[src/rtl/tiad_pkg.sv]
// ============================================================================
// tiad_pkg: shared types and constants for the time index block
// Holds the command word passed from the front end to the back end, the queue
// status group, the back-end state type and the result status codes.
// ============================================================================
`default_nettype none

package tiad_pkg;

    localparam int TIME_W      = 64;
    localparam int OFFSET_W    = 63;
    localparam int STATUS_W    = 2;
    localparam int COUNT_OUT_W = 11;

    // Thinning threshold: j * span / half depth stays below three spans
    localparam int THR_W = TIME_W + 2;

    // Command queue between front and back (power of two, pointers wrap)
    localparam int QUEUE_DEPTH = 2;
    localparam int QPTR_W      = $clog2(QUEUE_DEPTH);
    localparam int QFILL_W     = $clog2(QUEUE_DEPTH + 1);

    // Result status codes
    localparam logic [STATUS_W-1:0] ST_APPENDED = 2'd0;
    localparam logic [STATUS_W-1:0] ST_REJECTED = 2'd1;
    localparam logic [STATUS_W-1:0] ST_THINNED  = 2'd2;
    localparam logic [STATUS_W-1:0] ST_HALVED   = 2'd3;

    typedef struct packed {
        logic                is_reject;
        logic [TIME_W-1:0]   entry_time;
        logic [OFFSET_W-1:0] entry_offset;
    } cmd_t;

    typedef struct packed {
        logic full;
        logic empty;
    } q_stat_t;

    typedef enum logic [2:0] {
        BK_IDLE,
        BK_DIV,
        BK_THIN,
        BK_HALVE,
        BK_APPEND
    } back_state_t;

endpackage

`default_nettype wire

[src/rtl/tiad_queue.sv]
// ============================================================================
// tiad_queue: short command queue
// Decouples the intake from the table sequencer so each side stalls alone.
// ============================================================================
`default_nettype none

module tiad_queue (
    input  logic              clk,
    input  logic              rst_n,
    input  logic              push,
    input  tiad_pkg::cmd_t    cmd_in,
    input  logic              pop,
    output tiad_pkg::cmd_t    head,
    output tiad_pkg::q_stat_t qs
);
    import tiad_pkg::*;

    cmd_t               slot_reg [QUEUE_DEPTH];
    logic [QPTR_W-1:0]  wr_ptr_reg;
    logic [QPTR_W-1:0]  wr_ptr_next;
    logic [QPTR_W-1:0]  rd_ptr_reg;
    logic [QPTR_W-1:0]  rd_ptr_next;
    logic [QFILL_W-1:0] fill_reg;
    logic [QFILL_W-1:0] fill_next;

    assign head     = slot_reg[rd_ptr_reg];
    assign qs.full  = (fill_reg == QFILL_W'(QUEUE_DEPTH));
    assign qs.empty = (fill_reg == '0);

    always_comb
    begin
        wr_ptr_next = wr_ptr_reg;
        rd_ptr_next = rd_ptr_reg;
        fill_next   = fill_reg;
        if (push)
        begin
            wr_ptr_next = wr_ptr_reg + 1'b1;
        end
        if (pop)
        begin
            rd_ptr_next = rd_ptr_reg + 1'b1;
        end
        if (push && !pop)
        begin
            fill_next = fill_reg + 1'b1;
        end
        else if (pop && !push)
        begin
            fill_next = fill_reg - 1'b1;
        end
    end

    always_ff @(posedge clk or negedge rst_n)
    begin
        if (!rst_n)
        begin
            wr_ptr_reg <= '0;
            rd_ptr_reg <= '0;
            fill_reg   <= '0;
        end
        else
        begin
            wr_ptr_reg <= wr_ptr_next;
            rd_ptr_reg <= rd_ptr_next;
            fill_reg   <= fill_next;
        end
    end

    always_ff @(posedge clk)
    begin
        if (push)
        begin
            slot_reg[wr_ptr_reg] <= cmd_in;
        end
    end

endmodule

`default_nettype wire

[config.mk]
export PLATFORM = sky130hd
export DESIGN_NAME = tiad_queue
export DESIGN_NICKNAME = d
export VERILOG_FILES = /design/src/rtl/tiad_pkg.sv /design/src/rtl/tiad_queue.sv
export SDC_FILE = /design/constraint.sdc
export NUM_CORES = 1
export LEC_CHECK = 0
export BUFFER_PORTS_ARGS = -buffer_cell sky130_fd_sc_hd__buf_4
export CAP_MARGIN = 20
export CORE_MARGIN = 4
export CORE_UTILIZATION = 47
export DETAILED_ROUTE_END_ITERATION = 16
export GPL_ROUTABILITY_DRIVEN = 0
export GPL_TIMING_DRIVEN = 0
export PLACE_DENSITY = 0.76
export SLEW_MARGIN = 10
export SYNTH_ARGS = -nofsm -noshare
export SYNTH_HDL_FRONTEND = slang
export SYNTH_SLANG_ARGS = --single-unit
[constraint.sdc]
create_clock -name clk -period 6.5 [get_ports clk]
set_input_delay 0.65 -clock clk [delete_from_list [all_inputs] [get_ports clk]]
set_output_delay 0.65 -clock clk [all_outputs]
set_load 0.03 [all_outputs]
Word-level counts from Yosys, hierarchy flattened
Memory sizes are Yosys's and may differ from the RTL's.
Cells that the tools add are included.
- $add $sub $neg: 4
- equality and inequality tests: 1
- multiplexer cells: 4
- reduce and logical (&&, ||, !) cells: 6
- operator list (cell ; number):
    2-to-1 mux 2 bit ; 2
    adder 1 bit (second input constant) ; 2
    adder 2 x 1 -> 2 bit (second input constant) ; 1
    equality test 2 bit (second input constant) ; 1
    logical AND 1 bit ; 2
    logical NOT 1 bit ; 2
    logical NOT 2 bit ; 1
    2-to-1 mux 1 bit ; 2
    nonzero test 2 bit ; 1
    subtractor 2 x 1 -> 2 bit (second input constant) ; 1
- flip-flop bits (word level): 4
- bits in writable memories: 256
- input port bits: 132
- output and inout bits: 130
- memories kept: 1
- memories (memory ; words ; bits a word ; rd ports ; clocked after memory_dff ; wr ports ; RTL line ; source):
    slot_reg ; 2 ; 128 ; 1 ; 0 ; 1 ; tiad_queue.sv:18 ; cmd_t slot_reg [QUEUE_DEPTH];

Logic depth before layout (Yosys ltp)
- depth in word-level cells: 4
- gate-level depth with buffers: 5
- mapped depth without buffers: 5

Least setup slack after synthesis
No wires, ideal clock.
- kind: input -> register
- from: in push
- to: mem slot_reg[0][0] in the netlist's numbering (enable)
- library setup time: 0.632 ns
- arrival: 6.198 ns
- data required time: 5.868 ns
- path slack: -0.330 ns
- stages on the path: 1
- buffers on the path: 0
- cell sequence: nor2b_1
- cells in the longest elaborated chain, start to end: 2
- RTL lines (element ; RTL line ; source):
    start, declared ; tiad_queue.sv:10 ; input logic push,
    2-to-1 mux 1 bit ; tiad_queue.sv:71 ; if (push)
    2-to-1 mux 1 bit (not written as such) ; tiad_queue.sv:73 ; slot_reg[wr_ptr_reg] <= cmd_in;
    end, declared ; tiad_queue.sv:18 ;
Every way passes these cells.

==> reports/qor.csv <==
stage,metric,value,unit
clock_tree,total number of clock tree sinks,260,
die,Starting Density,0.482,
setup_path,register-to-register setup slack,4.57,ns
sta,highest clock frequency the design can meet,396,MHz
clock_tree,Clock Root Buffer,sky130_fd_sc_hd__clkbuf_16,
final_layout,final design area excluding fillers,12800,µm²
setup_path,WP data arrival,1.87,ns
clock_tree,Clock Tree Buf Depth,3,
setup_path,type of element capturing the critical path,output pin,
sta,Post-Route Skew,0.00643,ns
logic_synthesis,Post-Syn Nets,547,
logic_synthesis,summed instance area of the synthesized netlist,9470,µm²
clock_tree,Clock Latency Late Sink,0.51,ns
route,Remaining DRCs,0,
logic_synthesis,dominant cell type by area after synthesis,sky130_fd_sc_hd__edfxtp_1,
logic_synthesis,mean post-synth cell area,22.9,µm²
sta,final period utilization,0.388,
setup_path,Max stage delay on crit path,0.40,ns
pwr,relative contribution of the clock network to total power,0.238,
final_layout,Fillers,1353,
logic_synthesis,most frequently used cell type in the post-synthesis netlist,sky130_fd_sc_hd__edfxtp_1,
outcome,result of the run,completed,
pwr,cell leakage power,4.82,nW
setup_path,data required time of the critical path,5.85,ns
grt,global-route wire length before repair,28400,µm
final_layout,proportion of layout cells with a drive suffix above 1,0.615,
logic_synthesis,Area contributors post-synth,"sky130_fd_sc_hd__edfxtp_1, sky130_fd_sc_hd__mux2_2, sky130_fd_sc_hd__buf_6, sky130_fd_sc_hd__dfrtp_1, sky130_fd_sc_hd__xor2_1",
run,Max Cap Violations,0,
setup_path,cell class contributing the biggest share of worst-path delay,buffers and inverters,
clock_tree,clock-pin transition on the worst setup and hold timing paths,0.06,ns
min_path,Hold Path Class,input port to register,
pwr,switching share of total power,0.331,
die,core area,19700,µm²
sta,setup violators final,0,
pwr,worst vdd rail ir drop,298,µV
clock_tree,CTS HTree Levels,1,
pwr,Switching Power,2.01,mW
setup_path,worst r2r dst,slot_reg[0][19]$_DFFE_PP_,
sta,final-report hold violation count,0,
placed_design,setup slack at placement,4.18,ns
route,total detailed-routing wirelength,18600,µm
min_path,Worst Hold End,rd_ptr_reg$_DFFE_PN0P_,
min_path,number of cells traversed by the worst hold path,2,
sta,total negative slack for setup checks,0,ns
sta,headroom to the max-slew limit,0.477,
pwr,Internal Pwr Total,4.05,mW
logic_synthesis,Synth Warn #,0,
route,remaining number of nets flagged by the antenna check after routing,0,
clock_tree,number of buffers created by CTS,26,
route,post-detailed-route via-to-cell ratio,4.83,
setup_path,slowest CP cell,sky130_fd_sc_hd__dfrtp_1,
grt,number of global-route vias before repair,5358,
logic_synthesis,number of enable flip-flop cells after synthesis,256,
pwr,Seq pwr share,0.379,
final_layout,footprint of the multi-input gates,1530,µm²
die,row count,51,
clock_tree,# resized after CTS,0,
logic_synthesis,Unique masters post-synth,12,
die,IO Count,262,
final_layout,"flip-flop count of the largest register, all copies and words added",256,
route,length of the first detailed-routing pass in iterations,4,
final_layout,count of antenna diodes in the layout,0,
setup_path,worst path bufs/invs,3,
setup_path,"most used cell, CP",sky130_fd_sc_hd__buf_6,
sta,measured slew at the worst slew-check pin,0.783,ns
logic_synthesis,portion of the post-synthesis area used by sequential elements,0.823,
setup_path,critical path class,register to output pin,
setup_path,depth of the worst register-to-register path,3,
logic_synthesis,main flop type after synthesis,sky130_fd_sc_hd__edfxtp_1,
sta,setup repair after global routing missed its margin,no,
route,detailed router's first-iteration violation count,159,
placed_design,half-perimeter wire length after placement,12900,µm
die,die footprint,22500,µm²
grt,antenna violations before repair,0,
setup_path,cell-by-cell listing of the critical path,"buf_6, buf_6, mux2_2, buf_4",
clock_tree,CTS tree,built,
route,WL per Instance,18.7,µm
sta,final count of pins violating max slew,0,
clock_tree,Post-CTS Setup Inserts,0,
logic_synthesis,"flops & latches, synth",260,
grt,GRT Resource Usage Total,0.161,
logic_synthesis,top cells by instance count after synthesis,"sky130_fd_sc_hd__edfxtp_1, sky130_fd_sc_hd__mux2_2, sky130_fd_sc_hd__buf_6",
pwr,share of power burned in combinational logic,0.383,
clock_tree,# hold bufs at CTS,1,
setup_path,critical-path maximum fanout,10,
final_layout,FF+latch area,7790,µm²
sta,shortest clock period the worst path allows after layout,2.52,ns
min_path,startpoint of the lowest-slack hold path,pop,
grt,maximum number of pins on one net before global-route repair,59,
pwr,total power draw,6.06,mW
pwr,PwrDens,475,nW/µm²
grt,gr ovfl total,0,
sta,Final WS setup,3.98,ns
placed_design,DP Area,11900,µm²
die,Die Width,150,µm
logic_synthesis,number of instances in the synthesized netlist,414,
logic_synthesis,fraction of synthesized cell area taken by the top area cell type,0.812,
final_layout,synthesis-to-layout area growth,34.9,%
final_layout,number of nets at the end of the flow,843,
logic_synthesis,"FFs w/ async S/R, synth",0.0154,
setup_path,r2r startpoint,wr_ptr_reg$_DFFE_PN0P_,
route,Via Count,4810,
die,vertical die dimension,150,µm
placed_design,IO Port Bufs,261,
setup_path,category of the worst setup path launch point,register,
-- worst max-delay path by stage --
stage                                start                         to  slack (ns)  cells after the start
floorplan                             push   slot_reg[0][0]$_DFFE_PP_        2.07                      1
global placement                      push  slot_reg[0][31]$_DFFE_PP_        0.45                      2
detailed placement                    push  slot_reg[0][18]$_DFFE_PP_        4.18                      4
CTS                 rd_ptr_reg$_DFFE_PN0P_                   head[69]        3.91                      4
global route        rd_ptr_reg$_DFFE_PN0P_                   head[76]        3.87                      4
finish              rd_ptr_reg$_DFFE_PN0P_                   head[69]        3.98                      4
-- power by group through the flow --
stage | Sequential, mW | Clock, mW | Combinational (mW)
2_1_floorplan | 2.35 | 0 | 1.50
3_3_place_gp | 2.38 | 0 | 2.26
3_5_place_dp | 2.33 | 0 | 2.35
4_1_cts | 2.30 | 1.48 | 2.36
5_1_grt | 2.32 | 1.56 | 2.45
6_report | 2.30 | 1.44 | 2.32
-- cell type report --
| type | instances | share of cell area |
|---|---|---|
| Tap cell | 265 | 0.0260 |
| Timing Repair Buffer | 268 | 0.165 |
| Buffer | 14 | 0.0119 |
| Inverter | 1 | 0.000294 |
| Clock inverter | 7 | 0.00451 |
| Sequential cell | 260 | 0.610 |
| Multi-Input combinational cell | 139 | 0.120 |
| Clock buffer | 41 | 0.0617 |
-- stage by stage --
| stage | std cells | hold WS (ns) | utilization |
|---|---|---|---|
| after detailed placement | 946 | 0.451 | 0.606 |
| after global routing | 995 | 0.294 | 0.650 |
| after CTS | 995 | 0.296 | 0.650 |
| after global placement | 940 | 0.446 | 0.598 |
| final | 995 | 0.322 | 0.650 |
| after floorplan | 414 | 0.354 | - |
-- layout by cell type (no fill, tap or decap), types with 2 or more instances in the layout --
master                      instances
sky130_fd_sc_hd__clkinv_2           4
sky130_fd_sc_hd__nor2_1             2
sky130_fd_sc_hd__buf_6             13
sky130_fd_sc_hd__clkbuf_16         27
sky130_fd_sc_hd__clkbuf_8           6
sky130_fd_sc_hd__xor2_1             4
sky130_fd_sc_hd__buf_16             3
sky130_fd_sc_hd__buf_12             3
sky130_fd_sc_hd__edfxtp_1         256
sky130_fd_sc_hd__dfrtp_1            4
sky130_fd_sc_hd__mux2_2           128
sky130_fd_sc_hd__clkbuf_1           8
sky130_fd_sc_hd__buf_4            261
sky130_fd_sc_hd__clkinv_1           2
-- cell families (layout without fill, tap and decap cells) --
logic type | Yosys count | count (layout) | share of synthesized area
buf+inv | 15 | 331 | 0.0164
mux | 128 | 128 | 0.152
fa+ha+maj | 1 | 1 | 0.00132
xor+xnor | 5 | 5 | 0.00463
simple gates | 5 | 5 | 0.00278
flops | 260 | 260 | 0.823
-- layer usage --
| metal | GRT usage | up-vias | part of all wire |
|---|---|---|---|
| met5 | 0 | - | 0 |
| met4 | 0.0485 | 0 | 0.022 |
| met3 | 0.0551 | 31 | 0.093 |
| met2 | 0.285 | 173 | 0.52 |
| met1 | 0.185 | 2358 | 0.36 |
| li1 | - | 2248 | - |
Power figures use the tool's default switching activity.
