--- src/rtl/tiad_pkg.sv ---
// ============================================================================
// tiad_pkg: shared types and constants for the time index block
// Holds the command word passed from the front end to the back end, the queue
// status group, the back-end state type and the result status codes.
// ============================================================================
`default_nettype none

package tiad_pkg;

    localparam int TIME_W      = 64;
    localparam int OFFSET_W    = 63;
    localparam int STATUS_W    = 2;
    localparam int COUNT_OUT_W = 11;

    // Thinning threshold: j * span / half depth stays below three spans
    localparam int THR_W = TIME_W + 2;

    // Command queue between front and back (power of two, pointers wrap)
    localparam int QUEUE_DEPTH = 2;
    localparam int QPTR_W      = $clog2(QUEUE_DEPTH);
    localparam int QFILL_W     = $clog2(QUEUE_DEPTH + 1);

    // Result status codes
    localparam logic [STATUS_W-1:0] ST_APPENDED = 2'd0;
    localparam logic [STATUS_W-1:0] ST_REJECTED = 2'd1;
    localparam logic [STATUS_W-1:0] ST_THINNED  = 2'd2;
    localparam logic [STATUS_W-1:0] ST_HALVED   = 2'd3;

    typedef struct packed {
        logic                is_reject;
        logic [TIME_W-1:0]   entry_time;
        logic [OFFSET_W-1:0] entry_offset;
    } cmd_t;

    typedef struct packed {
        logic full;
        logic empty;
    } q_stat_t;

    typedef enum logic [2:0] {
        BK_IDLE,
        BK_DIV,
        BK_THIN,
        BK_HALVE,
        BK_APPEND
    } back_state_t;

endpackage

`default_nettype wire

--- src/rtl/tiad_front.sv ---
// ============================================================================
// tiad_front: word intake and classification
// Accepts one word per cycle while the queue has room, flags it as rejected
// when its time does not exceed the last appended time, and queues it.
// ============================================================================
`default_nettype none

module tiad_front (
    input  logic                                   clk,
    input  logic                                   rst_n,
    input  logic                                   start,
    input  tiad_pkg::q_stat_t                      qs,
    input  logic signed [tiad_pkg::TIME_W-1:0]     entry_time,
    input  logic        [tiad_pkg::OFFSET_W-1:0]   entry_offset,
    output logic                                   push,
    output tiad_pkg::cmd_t                         cmd
);
    import tiad_pkg::*;

    logic                     has_entry_reg;
    logic                     has_entry_next;
    logic signed [TIME_W-1:0] last_time_reg;
    logic signed [TIME_W-1:0] last_time_next;
    logic                     is_reject;

    assign push      = start && !qs.full;
    assign is_reject = has_entry_reg && (last_time_reg >= entry_time);

    assign cmd.is_reject    = is_reject;
    assign cmd.entry_time   = $unsigned(entry_time);
    assign cmd.entry_offset = entry_offset;

    always_comb
    begin
        has_entry_next = has_entry_reg;
        last_time_next = last_time_reg;
        // Track the newest accepted time; a rejected word leaves it alone
        if (push && !is_reject)
        begin
            has_entry_next = 1'b1;
            last_time_next = entry_time;
        end
    end

    always_ff @(posedge clk or negedge rst_n)
    begin
        if (!rst_n)
        begin
            has_entry_reg <= 1'b0;
        end
        else
        begin
            has_entry_reg <= has_entry_next;
        end
    end

    always_ff @(posedge clk)
    begin
        last_time_reg <= last_time_next;
    end

endmodule

`default_nettype wire

--- config.mk ---
export PLATFORM = sky130hd
export DESIGN_NAME = tiad_front
export DESIGN_NICKNAME = d
export VERILOG_FILES = /design/src/rtl/tiad_pkg.sv /design/src/rtl/tiad_front.sv
export SDC_FILE = /design/constraint.sdc
export NUM_CORES = 1
export LEC_CHECK = 0
export BUFFER_PORTS_ARGS = -buffer_cell sky130_fd_sc_hd__buf_4
export CAP_MARGIN = 20
export CORE_MARGIN = 3
export CORE_UTILIZATION = 49
export CTS_BUF_LIST = sky130_fd_sc_hd__clkbuf_16
export CTS_CLUSTER_SIZE = 16
export DETAILED_ROUTE_END_ITERATION = 6
export GPL_TIMING_DRIVEN = 0
export PLACE_DENSITY = 0.85
export SLEW_MARGIN = 10
export SYNTH_ARGS = -nofsm -noshare
export SYNTH_HDL_FRONTEND = slang
export SYNTH_SLANG_ARGS = --single-unit
--- constraint.sdc ---
create_clock -name clk -period 12.66 [get_ports clk]
set_input_delay 1.266 -clock clk [delete_from_list [all_inputs] [get_ports clk]]
set_output_delay 1.266 -clock clk [all_outputs]
set_load 0.1 [all_outputs]
### Word level (Yosys, flattened, before mapping)

Index checks and enable logic that the tools add are counted.

| word-level totals | value |
|---|---|
| bits in registers | 65 |
| logic and storage cells | 8 |
| output and inout port bits | 129 |
| input bits | 132 |

| cells by class | value |
|---|---|
| reduce and logical (&&, ||, !) cells | 5 |
| order comparisons | 1 |

Operator list:

| operator | count |
|---|---|
| 64-bit >= comparator | 1 |
| 1-bit logical AND | 3 |
| 1-bit zero test | 2 |

### Logic depth before layout (Yosys ltp)

Gate-level depths: netlist of the first run.

| depth | value |
|---|---|
| word-level depth | 4 |
| gate-level depth with buffers | 9 |
| gate-level depth less buffers | 8 |

### Worst setup path before layout of the first run

Ideal clock, no wire load.

| timing path | value |
|---|---|
| path kind | input port to flip-flop |
| start | input entry_time[39] (netlist bit) |
| end | register last_time_reg[0], enable pin |
| slack | 6.365 ns |
| data arrival time | 5.787 ns |
| required time | 12.153 ns |
| setup time | 0.507 ns |
| buffers on the path | 0 |
| stages | 8 |
| path through | inv_1 ha_1 a21oi_2 o21ai_1 a221oi_2 o22ai_1 or4_1 a21oi_1 |

| between the ends | value |
|---|---|
| word-level cells in the longest chain between the ends | 4 |

RTL lines:

| what | RTL line | RTL |
|---|---|---|
| start: declaration | tiad_front.sv:13 | `input logic signed [tiad_pkg::TIME_W-1:0] entry_time,` |
| 64-bit >= comparator | tiad_front.sv:27 | `assign is_reject = has_entry_reg && (last_time_reg >= entry_time);` |
| 1-bit logical AND | tiad_front.sv:27 |  |
| 1-bit zero test | tiad_front.sv:38 | `if (push && !is_reject)` |
| 1-bit logical AND | tiad_front.sv:38 |  |
| end signal: assignment | tiad_front.sv:59 | `last_time_reg <= last_time_next;` |
| end: declaration | tiad_front.sv:22 | `logic signed [TIME_W-1:0] last_time_reg;` |

Every way passes these cells.
A chain may end at the register's enable or synchronous reset.

### Worst setup path after layout of the first run

| timing path | value |
|---|---|
| start | input entry_time[39] (netlist bit) |
| end | output cmd[127] (netlist bit) |

| between the ends | value |
|---|---|
| word-level cells in the longest chain between the ends | 2 |

RTL lines:

| what | RTL line | RTL |
|---|---|---|
| 64-bit >= comparator | tiad_front.sv:27 |  |
| 1-bit logical AND | tiad_front.sv:27 |  |
| end: declaration | tiad_front.sv:16 | `output tiad_pkg::cmd_t cmd` |

Every way passes these cells.

==> results.md, run 1 <==
- Status: finished clean
- Largest net degree at the start of global routing: 25
- CTS Sinks: 65
- Row count: 34
- Tmin final: 4.903 ns
- Hold Path Class: reg2reg
- Total of max-cap violations: 0
- Post-Syn Area: 4626 µm²
- Initial antenna violation count: 0
- Ports: 261
- Sequential share of the synthesized area: 42.09%
- Worst setup EP type: output pin
- DP HPWL: 9.503 mm
- Total track usage: 20.29%
- H-tree Lvls: 3
- Area grow syn2layout: 42.90%
- Die Width: 103.2 µm
- Layout cell share with drive strength beyond 1: 54.08%
- Via Count: 3,620
- CTS Hold Bufs: 0
- Top cells by area, synth: edfxtp_1 42%, buf_4 21%, ha_1 17%
- Worst setup SP type: primary input
- Gpl congestion: 0.7619
- Post-CTS Setup Inserts: 0
- Filler cells: 612
- Ys flop type: edfxtp_1
- Final TNS setup: 0 ns
- Simple-gate share of the synthesized area: 6.979%
- Largest family of logic cells by synthesized area: buffers and inverters
- Post-synthesis xor/xnor area fraction: 0%
- Initial Utilization: around 52%
- Post-synth EDFFs: 64
- Die area: about 11,000 µm²
- # diodes: 0
- Die height: 103.2 µm
- Final setup fails: 0
- CTS tree: built
- Drt pass-1 iters: 4
- Max-slew headroom: 42.42%
- ANT nets after route: 0
- Slew @ Worst Pin: 0.8618 ns
- Pre-CTS WS: ~7.7 ns
- Async set or reset register ratio after synthesis: 1.538%
- Most common cell after layout, fill and taps aside: buf_4
- Unique masters post-synth: 36
- Max clock buf depth: 2
- Compound-Gate Fraction of Synth Area: 7.168%
- I/O Buffers: just under 200
- Type of the worst setup path: in2out
- Crit path DAT: 3.64 ns
- Synth top area share: 41.55%
- Clock root cell: clkbuf_16
- Avg Inst Size Synth: 10.63 µm²
- Final period util: about two fifths
- Worst path required time: 11.39 ns
- Max reg flops: between 60 and 70
- Total chip power: 812.2 µW
- Warnings, synthesis: 0
- IR drop worst, VDD: slightly below 0.00009 V
- Core footprint: between 8000 and 9000 µm²
- Mapped Nets: 631
- Worst Skew: 0.007097 ns
- Most frequent cells in the layout: 324 x buf_4, 70 x inv_1, 64 x ha_1, 64 x edfxtp_1, 26 x a21oi_1
- Register area: 1947 µm²
- Post-cts sizing count: 0
- RSZ-0062 raised after global routing: no
- Dominant cell type by area after synthesis: edfxtp_1
- Residual DRC: 0
- DP Cell Count: ~740
- Vias in the first global route: 3,739
- Final worst slack: 7.757 ns
- Adder-cell share of the synthesized area: 17.31%
- Total congestion overflow: 0
- First-pass GRT wire length: 16.65 mm
- LEAKAGE: around 3.4 nW
- Final wirelength: 11.20 mm
- Non-Filler Instances: 757
- Hold Vio Cnt, Final: 0
- Worst skew pair latency: about 0.32 ns
- Crit path max fanout: 3
- Nets: 840
- Cell Pwr Density: about 120 nW/µm²
- Vias/cell: ~4.8
- Max-slew violations: 0
- Cells after Synth: approximately 440
- Initial DRC Count: 120
- Multi-input gate area: 1466 µm²
- Reg2reg setup slack: 9.39 ns
- WL/cell: 14.79 µm
- FF+latch count, synth: 65
- Post-synthesis mux area share: 0%
- Max Freq: 0.2040 GHz
- Num CTS Buffers: 9
- Clock Pin Slew Worst Setup and Hold Paths: 0.05 ns
- Worst hold margin: 0.4818 ns
-- worst paths after layout --
check                                   from                 to  cells after the start
setup / recovery              entry_time[39]           cmd[127]                     11
hold / removal                 has_entry_reg      has_entry_reg                      1
setup reg to reg           last_time_reg[37]  last_time_reg[51]                      8
hold reg to reg                has_entry_reg      has_entry_reg                      1
max in group asynchronous              rst_n      has_entry_reg                      1
min in group asynchronous              rst_n      has_entry_reg                      1
-- Yosys cell counts (2+ instances only) --
master,number
o21ai_0,7
buf_4,128
nand2_1,16
nand4_1,16
a21oi_2,2
o21ai_1,3
a221oi_2,3
ha_1,64
nand3_1,5
nor4_1,3
edfxtp_1,64
a31oi_1,2
nand2b_1,3
inv_1,69
a21oi_1,27
o21a_1,2
nor2_1,2
-- final cells by class --
| class | instances | share of cell area [%] |
|---|---|---|
| Sequential cell | 65 | 29.45 |
| Timing Repair Buffer | 198 | 23.09 |
| Multi-Input combinational cell | 172 | 22.18 |
| Buffer | 128 | 14.54 |
| Inverter | 70 | 3.975 |
| Clock buffer | 9 | 3.407 |
| Tap cell | 108 | 2.044 |
| Clock inverter | 7 | 1.306 |
-- layer usage --
metal / routed length (µm) / global-route usage (%) / share of wire, % / vias up
met5: 0 / 0 / 0 / -
met4: 351 / 9.861 / 3.1 / 0
met3: 721 / 3.586 / 6.4 / 34
met2: 6196 / 38.09 / 55 / 161
met1: 3928 / 21.72 / 35 / 1637
li1: - / - / - / 1788
-- power breakdown --
part | internal [mW] | switching (mW) | total (mW)
Sequential | 0.248 | 0.00267 | 0.251
Combinational | 0.0876 | 0.217 | 0.304
Clock | 0.170 | 0.0872 | 0.257
Total | 0.506 | 0.307 | 0.812
-- metrics by stage --
| step | cell area, µm² | utilization, % |
|---|---|---|
| 3_5_place_dp | 6299 | 70.50 |
| 2_1_floorplan | 4626 | - |
| 4_1_cts | 6610 | 73.99 |
| 6_report | 6610 | 73.99 |
| 3_3_place_gp | 6232 | 69.76 |
| 5_1_grt | 6610 | 73.99 |
-- cell families after synthesis --
group / count (synthesis)
flops: 65
fa+ha+maj: 64
compound gates: 53
simple gates: 55
buf+inv: 198
-- worst max-delay path, stage by stage --
cell and delay [ns]:
buf_4 0.09, inv_1 0.04, ha_1 0.32, nand4_1 0.15, nor4_1 0.61, nand4b_1 0.21, a31oi_1 0.23, or4_1 0.19
and2_1 0.14, buf_4 0.11, buf_4 0.28
(Power assumes the default switching activity.)
==> run 2, diff against run 1 <==
- ABC_AREA: default -> 1
- CORE_UTILIZATION: 49 -> 41
- PLACE_DENSITY: 0.85 -> 0.75
- clock period: 12.66 -> 4.47 ns (I/O delays scaled with it)
==> results.md, run 2 <==
- Num CTS Buffers: 9
- Sequential share of the synthesized area: 41.33%
- Drt pass-1 iters: 4
- Slew @ Worst Pin: 0.6521 ns
- Max Freq: 0.3392 GHz
- Worst setup SP type: flop
- Warnings, synthesis: 0
- Worst setup EP type: output pin
- DR WL met3: roughly 920 µm
- Post-synth EDFFs: 64
- Hold path cells: 1
- Largest net degree at the start of global routing: 28
- Worst R2R End: last_time_reg[27]
- Row count: 38
- Ports: 261
- Nets: 901
- Max reg flops: 64
- Type of the worst setup path: reg2out
- Total of max-cap violations: 0
- Max clock buf depth: 2
- R2R depth: 14
- Core footprint: 11,030 µm²
- Hold Vio Cnt, Final: 0
- Dominant cell type by area after synthesis: edfxtp_1
- Final wirelength: approximately 11 mm
- Total congestion overflow: 0
- Worst Skew: 0.008707 ns
- Top cells by area, synth: edfxtp_1 41%, buf_4 20%, ha_1 17%
- Ys flop type: edfxtp_1
- Residual DRC: 0
- Worst hold margin: 0.3089 ns
- Unique masters post-synth: 20
- Tmin final: 2.948 ns
- Max-slew violations: 0
- Area grow syn2layout: 41.46%
- Worst path required time: roughly 4.0 ns
- Die area: 12,810 µm²
- Hold EP: last_time_reg[23]
- Initial antenna violation count: 0
- Worst Min Path Start: entry_time[23]
- LEAKAGE: 3.575 nW
- RR Startpoint: last_time_reg[63]
- Async set or reset register ratio after synthesis: 1.538%
- ANT nets after route: 0
- Gpl congestion: 0.7571
- Layout cell share with drive strength beyond 1: about half
- Status: finished clean
- Non-Filler Instances: 847
- Most common cell after layout, fill and taps aside: buf_4
- Hold Path Class: in2reg
- Clock root cell: clkbuf_16
- M1 wire length: 3.937 mm
- Post-Syn Area: 4711 µm²
- Cells after Synth: 495
- Crit path max fanout: 4
- Cell Area, Placed: 6412 µm²
- Initial Utilization: a little over two fifths
- Vias in the first global route: 3,725
- FF+latch count, synth: 65
- Register area: 1947 µm²
- Most frequent cells in the layout: 324 x buf_4, 87 x inv_1, 78 x nand2_1, 64 x ha_1, 64 x edfxtp_1
- I/O Buffers: 196
- WL met2: 5.900 mm
- Max-slew headroom: 56.43%
- Via Count: ~3,700
- DP HPWL: 9.430 mm
- CTS Sinks: 65
- H-tree Lvls: 3
- DP Cell Count: 833
- Final setup fails: 0
- WL/cell: 13.12 µm
- First-pass GRT wire length: 17.03 mm
- Total track usage: 16.84%
- Synth top area share: between 40% and 50%
- IR drop worst, VDD: 0.0002029 V
- Clock Pin Slew Worst Setup and Hold Paths: 0.05 ns
- Avg Inst Size Synth: between 9 and 10 µm²
- Cell Pwr Density: 326.6 nW/µm²
- RSZ-0062 raised after global routing: no
- Filler cells: 935
- Die Width: 113.2 µm
- Multi-input gate area: 1491 µm²
- DR top layer: met4
- Fin area: 6664 µm²
- Die height: between 100 and 150 µm
- Total chip power: 2.176 mW
- Reg2reg setup slack: 1.62 ns
- Crit path DAT: 2.50 ns
- Final period util: roughly 66%
- Count leader, synth: buf_4
- Vias/cell: 4.367
- CTS tree: built
- Post-synth top cells: 128 x buf_4, 85 x inv_1, 78 x nand2_1
- # diodes: 0
- Worst skew pair latency: 0.33 ns
- Mapped Nets: 691
- Initial DRC Count: a little under 90
==> run 2: worst max path at each step <==
stage / from / endpoint / slack, ns / cells past startpoint
6_report: last_time_reg[63] / cmd[127] / 1.52 / 16
3_3_place_gp: entry_time[63] / last_time_reg[26] / -0.61 / 15
2_1_floorplan: start / last_time_reg[0] / 0.30 / 4
3_5_place_dp: entry_time[63] / last_time_reg[40] / 1.34 / 16
4_1_cts: last_time_reg[63] / cmd[127] / 1.46 / 15
5_1_grt: last_time_reg[47] / cmd[127] / 1.20 / 16
==> run 2: cell families (layout without fill, tap and decap cells) <==
family | after synthesis | in the layout | share of synthesized area, %
buffers and inverters | 213 | 425 | 27.17
DFF | 65 | 65 | 41.33
adders and majority gates | 64 | 64 | 17.00
and+or+nand+nor | 116 | 116 | 10.23
AOI/OAI and AO/OA | 37 | 37 | 4.276
==> run 2: per-layer routing <==
layer	up-vias	GRT usage [%]
met5	-	0
met4	0	7.853
li1	1883	-
met2	164	31.64
met1	1628	17.34
met3	24	4.332
==> run 2: through the flow <==
step                utilization [%]  setup TNS (ns)  setup WS, ns
detailed placement            58.13               0         1.341
global placement              57.63          -38.66       -0.6084
CTS                           60.41               0         1.463
finish                        60.41               0         1.522
floorplan                         -               0        0.3016
global route                  60.41               0         1.200
==> run 2: power breakdown <==
| part | switching (mW) | internal, mW |
|---|---|---|
| registers | 0.00797 | 0.707 |
| logic | 0.619 | 0.250 |
| clock network | 0.234 | 0.358 |
| total | 0.862 | 1.31 |
==> run 2: worst max-delay path: stages (launching register included) <==
cell      delay, ns
edfxtp_1       0.36
ha_1           0.36
nand2_2        0.08
nor2_2         0.14
nand2_2        0.07
nor2_2         0.15
nand2_2        0.09
nor2_2         0.12
nand2_1        0.06
nand2_1        0.06
nor2_1         0.05
nand2_2        0.06
nand3_2        0.11
nand2_1        0.09
inv_1          0.04
buf_4          0.12
buf_4          0.22
==> run 2: final cells by class <==
| type | instances | area share, % |
|---|---|---|
| well taps | 140 | 2.629 |
| multi-input cells | 217 | 22.38 |
| clock inverters | 4 | 0.2441 |
| inverters | 85 | 4.788 |
| clock buffers | 9 | 3.380 |
| repair buffers | 199 | 22.94 |
| plain buffers | 128 | 14.42 |
| flip-flops and latches | 65 | 29.22 |
==> run 2: timing repair <==
action	4_1_cts	5_1_grt
gates resized for setup	0	0
setup buffers	0	0
endpoints found under the hold margin	1	0
hold buffers	1	0
==> run 3, diff against run 2 <==
- clock period: 4.47 -> 2.5 ns (I/O delays scaled with it)
==> results.md, run 3 (synthesis gave the netlist of run 2 again) <==
- Status: finished clean
- Die Width: 113.2 µm
- Most frequent cells in the layout: 331 x buf_4, 84 x inv_1, 64 x edfxtp_1, 63 x nand2_1, 50 x ha_1
- Hold Vio Cnt, Final: 0
- Die area: 12,810 µm²
- Residual DRC: 0
- Grt peak-use layer: met2
- Vias in the first global route: between 3,000 and 4,000
- Worst setup SP type: flop
- LEAKAGE: 3.720 nW
- Tmin final: 2.496 ns
- Largest net degree at the start of global routing: 19
- Via Count: around 3,800
- Power share of the sequential group: 31.8%
- Max-slew violations: 0
- Final TNS setup: 0 ns
- Worst setup EP type: flop
- Cell Pwr Density: 558.1 nW/µm²
- P_sw: ~1.6 mW
- Met3 usage in global routing: 4.278%
- Filler cells: 886
- Initial Utilization: 42.71%
- CTS Sinks: 65
- Max Freq: 0.4007 GHz
- Initial antenna violation count: 0
- Vias/cell: 4.379
- RSZ-0062 raised after global routing: yes
- Grt met1 use: 17.45%
- # diodes: 0
- Nets: between 900 and 1,000
- Hold Path Class: in2reg
- Multi-input gate area: 1813 µm²
- Max clock buf depth: 2
- Final period util: about 100%
- Crit path DAT: ~2.5 ns
- Worst skew pair latency: roughly 0.32 ns
- Clock root cell: clkbuf_16
- Total track usage: approximately 17%
- Total of max-cap violations: 0
- R2R depth: 14
- Register area: 1947 µm²
- Num CTS Buffers: 9
- Worst Skew: 0.005646 ns
- IR drop worst, VDD: 0.0004423 V
- Total chip power: ~4.0 mW
- Final setup fails: 0
- Slew @ Worst Pin: 0.2864 ns
- DP HPWL: 9.509 mm
- Die height: around 110 µm
- Final Util: 65.57%
- Core footprint: 11,030 µm²
- Drt pass-1 iters: 4
- Type of the worst setup path: reg2reg
- Final wirelength: 11.95 mm
- I/O Buffers: 196
- Total congestion overflow: 0
- Ports: around 260
- Row count: 38
- Worst path required time: 2.54 ns
- Clock network power share: a little over a quarter
- First-pass GRT wire length: 16.95 mm
- Cell Area, Placed: 6450 µm²
- WL/cell: 13.79 µm
- Hold path cells: 1
- Max reg flops: 64
- H-tree Lvls: 3
- Fin area: about 7200 µm²
- Sw Ratio: 39.62%
- Combinational share of power: about two fifths
- Worst hold margin: 0.1190 ns
- Most common cell after layout, fill and taps aside: buf_4
- Int Pwr: 2.438 mW
- ANT nets after route: 0
- Clock Pin Slew Worst Setup and Hold Paths: 0.05 ns
- Initial DRC Count: 97
- Area grow syn2layout: 53.55%
- Crit path max fanout: 9
- Gpl congestion: 0.8192
- CTS tree: built
- Max-slew headroom: around four fifths
- M2 GR Usage: 32.19%
- Layout cell share with drive strength beyond 1: 56.89%
-- run 3: power by group through the flow --
stage	logic (mW)	registers, mW	clock network, mW
2_1_floorplan	1.21	1.30	0
3_3_place_gp	1.53	1.30	0
3_5_place_dp	1.57	1.30	0
4_1_cts	1.62	1.28	1.11
5_1_grt	1.77	1.29	1.16
6_report	1.68	1.28	1.07
-- run 3: per-stage QoR --
step	cells	setup WS [ns]
6_report	866	0.004207
5_1_grt	866	-0.1524
2_1_floorplan	495	-0.4899
3_3_place_gp	831	-1.206
3_5_place_dp	834	-0.5382
4_1_cts	860	-0.03326
-- run 3: layer usage --
metal  wire length, µm  vias up
li1                  -     1921
met4               216        0
met2              6676      156
met3               906       15
met5                 0        -
met1              4147     1700
-- run 3: final cells by class --
| class | count | share of cell area [%] |
|---|---|---|
| Multi-Input combinational cell | 217 | 25.06 |
| Timing Repair Buffer | 217 | 24.53 |
| Clock buffer | 9 | 3.114 |
| Tap cell | 140 | 2.422 |
| Clock inverter | 6 | 0.3633 |
| Buffer | 127 | 13.18 |
| Inverter | 85 | 4.411 |
| Sequential cell | 65 | 26.92 |
-- run 3: worst max-delay path, stage by stage, from the launching register on --
cell	delay [ns]
edfxtp_1	0.41
ha_4	0.30
nand4_1	0.08
nor3_2	0.25
nand2_2	0.10
nor2_4	0.12
nand2_2	0.06
nand2_2	0.07
nor2_2	0.04
nand2_2	0.05
nand3_2	0.08
buf_6	0.13
a21oi_4	0.17
clkbuf_16	0.19
clkbuf_16	0.16
-- run 3: final timing paths --
check	to	startpoint	slack, ns
setup reg to reg	last_time_reg[48]	last_time_reg[27]	0.004
hold / removal	last_time_reg[17]	entry_time[17]	0.12
setup / recovery	last_time_reg[48]	last_time_reg[27]	0.004
hold reg to reg	has_entry_reg	has_entry_reg	0.58
min in group asynchronous	has_entry_reg	rst_n	0.30
max in group asynchronous	has_entry_reg	rst_n	2.12
-- run 3: what timing repair did --
action,4_1_cts,5_1_grt
endpoints found under the hold margin,1,0
pin swaps,19,29
buffers inserted,11,3
hold buffers,1,0
cloned,0,3
gates resized for setup,23,42
setup endpoints to repair,65,65
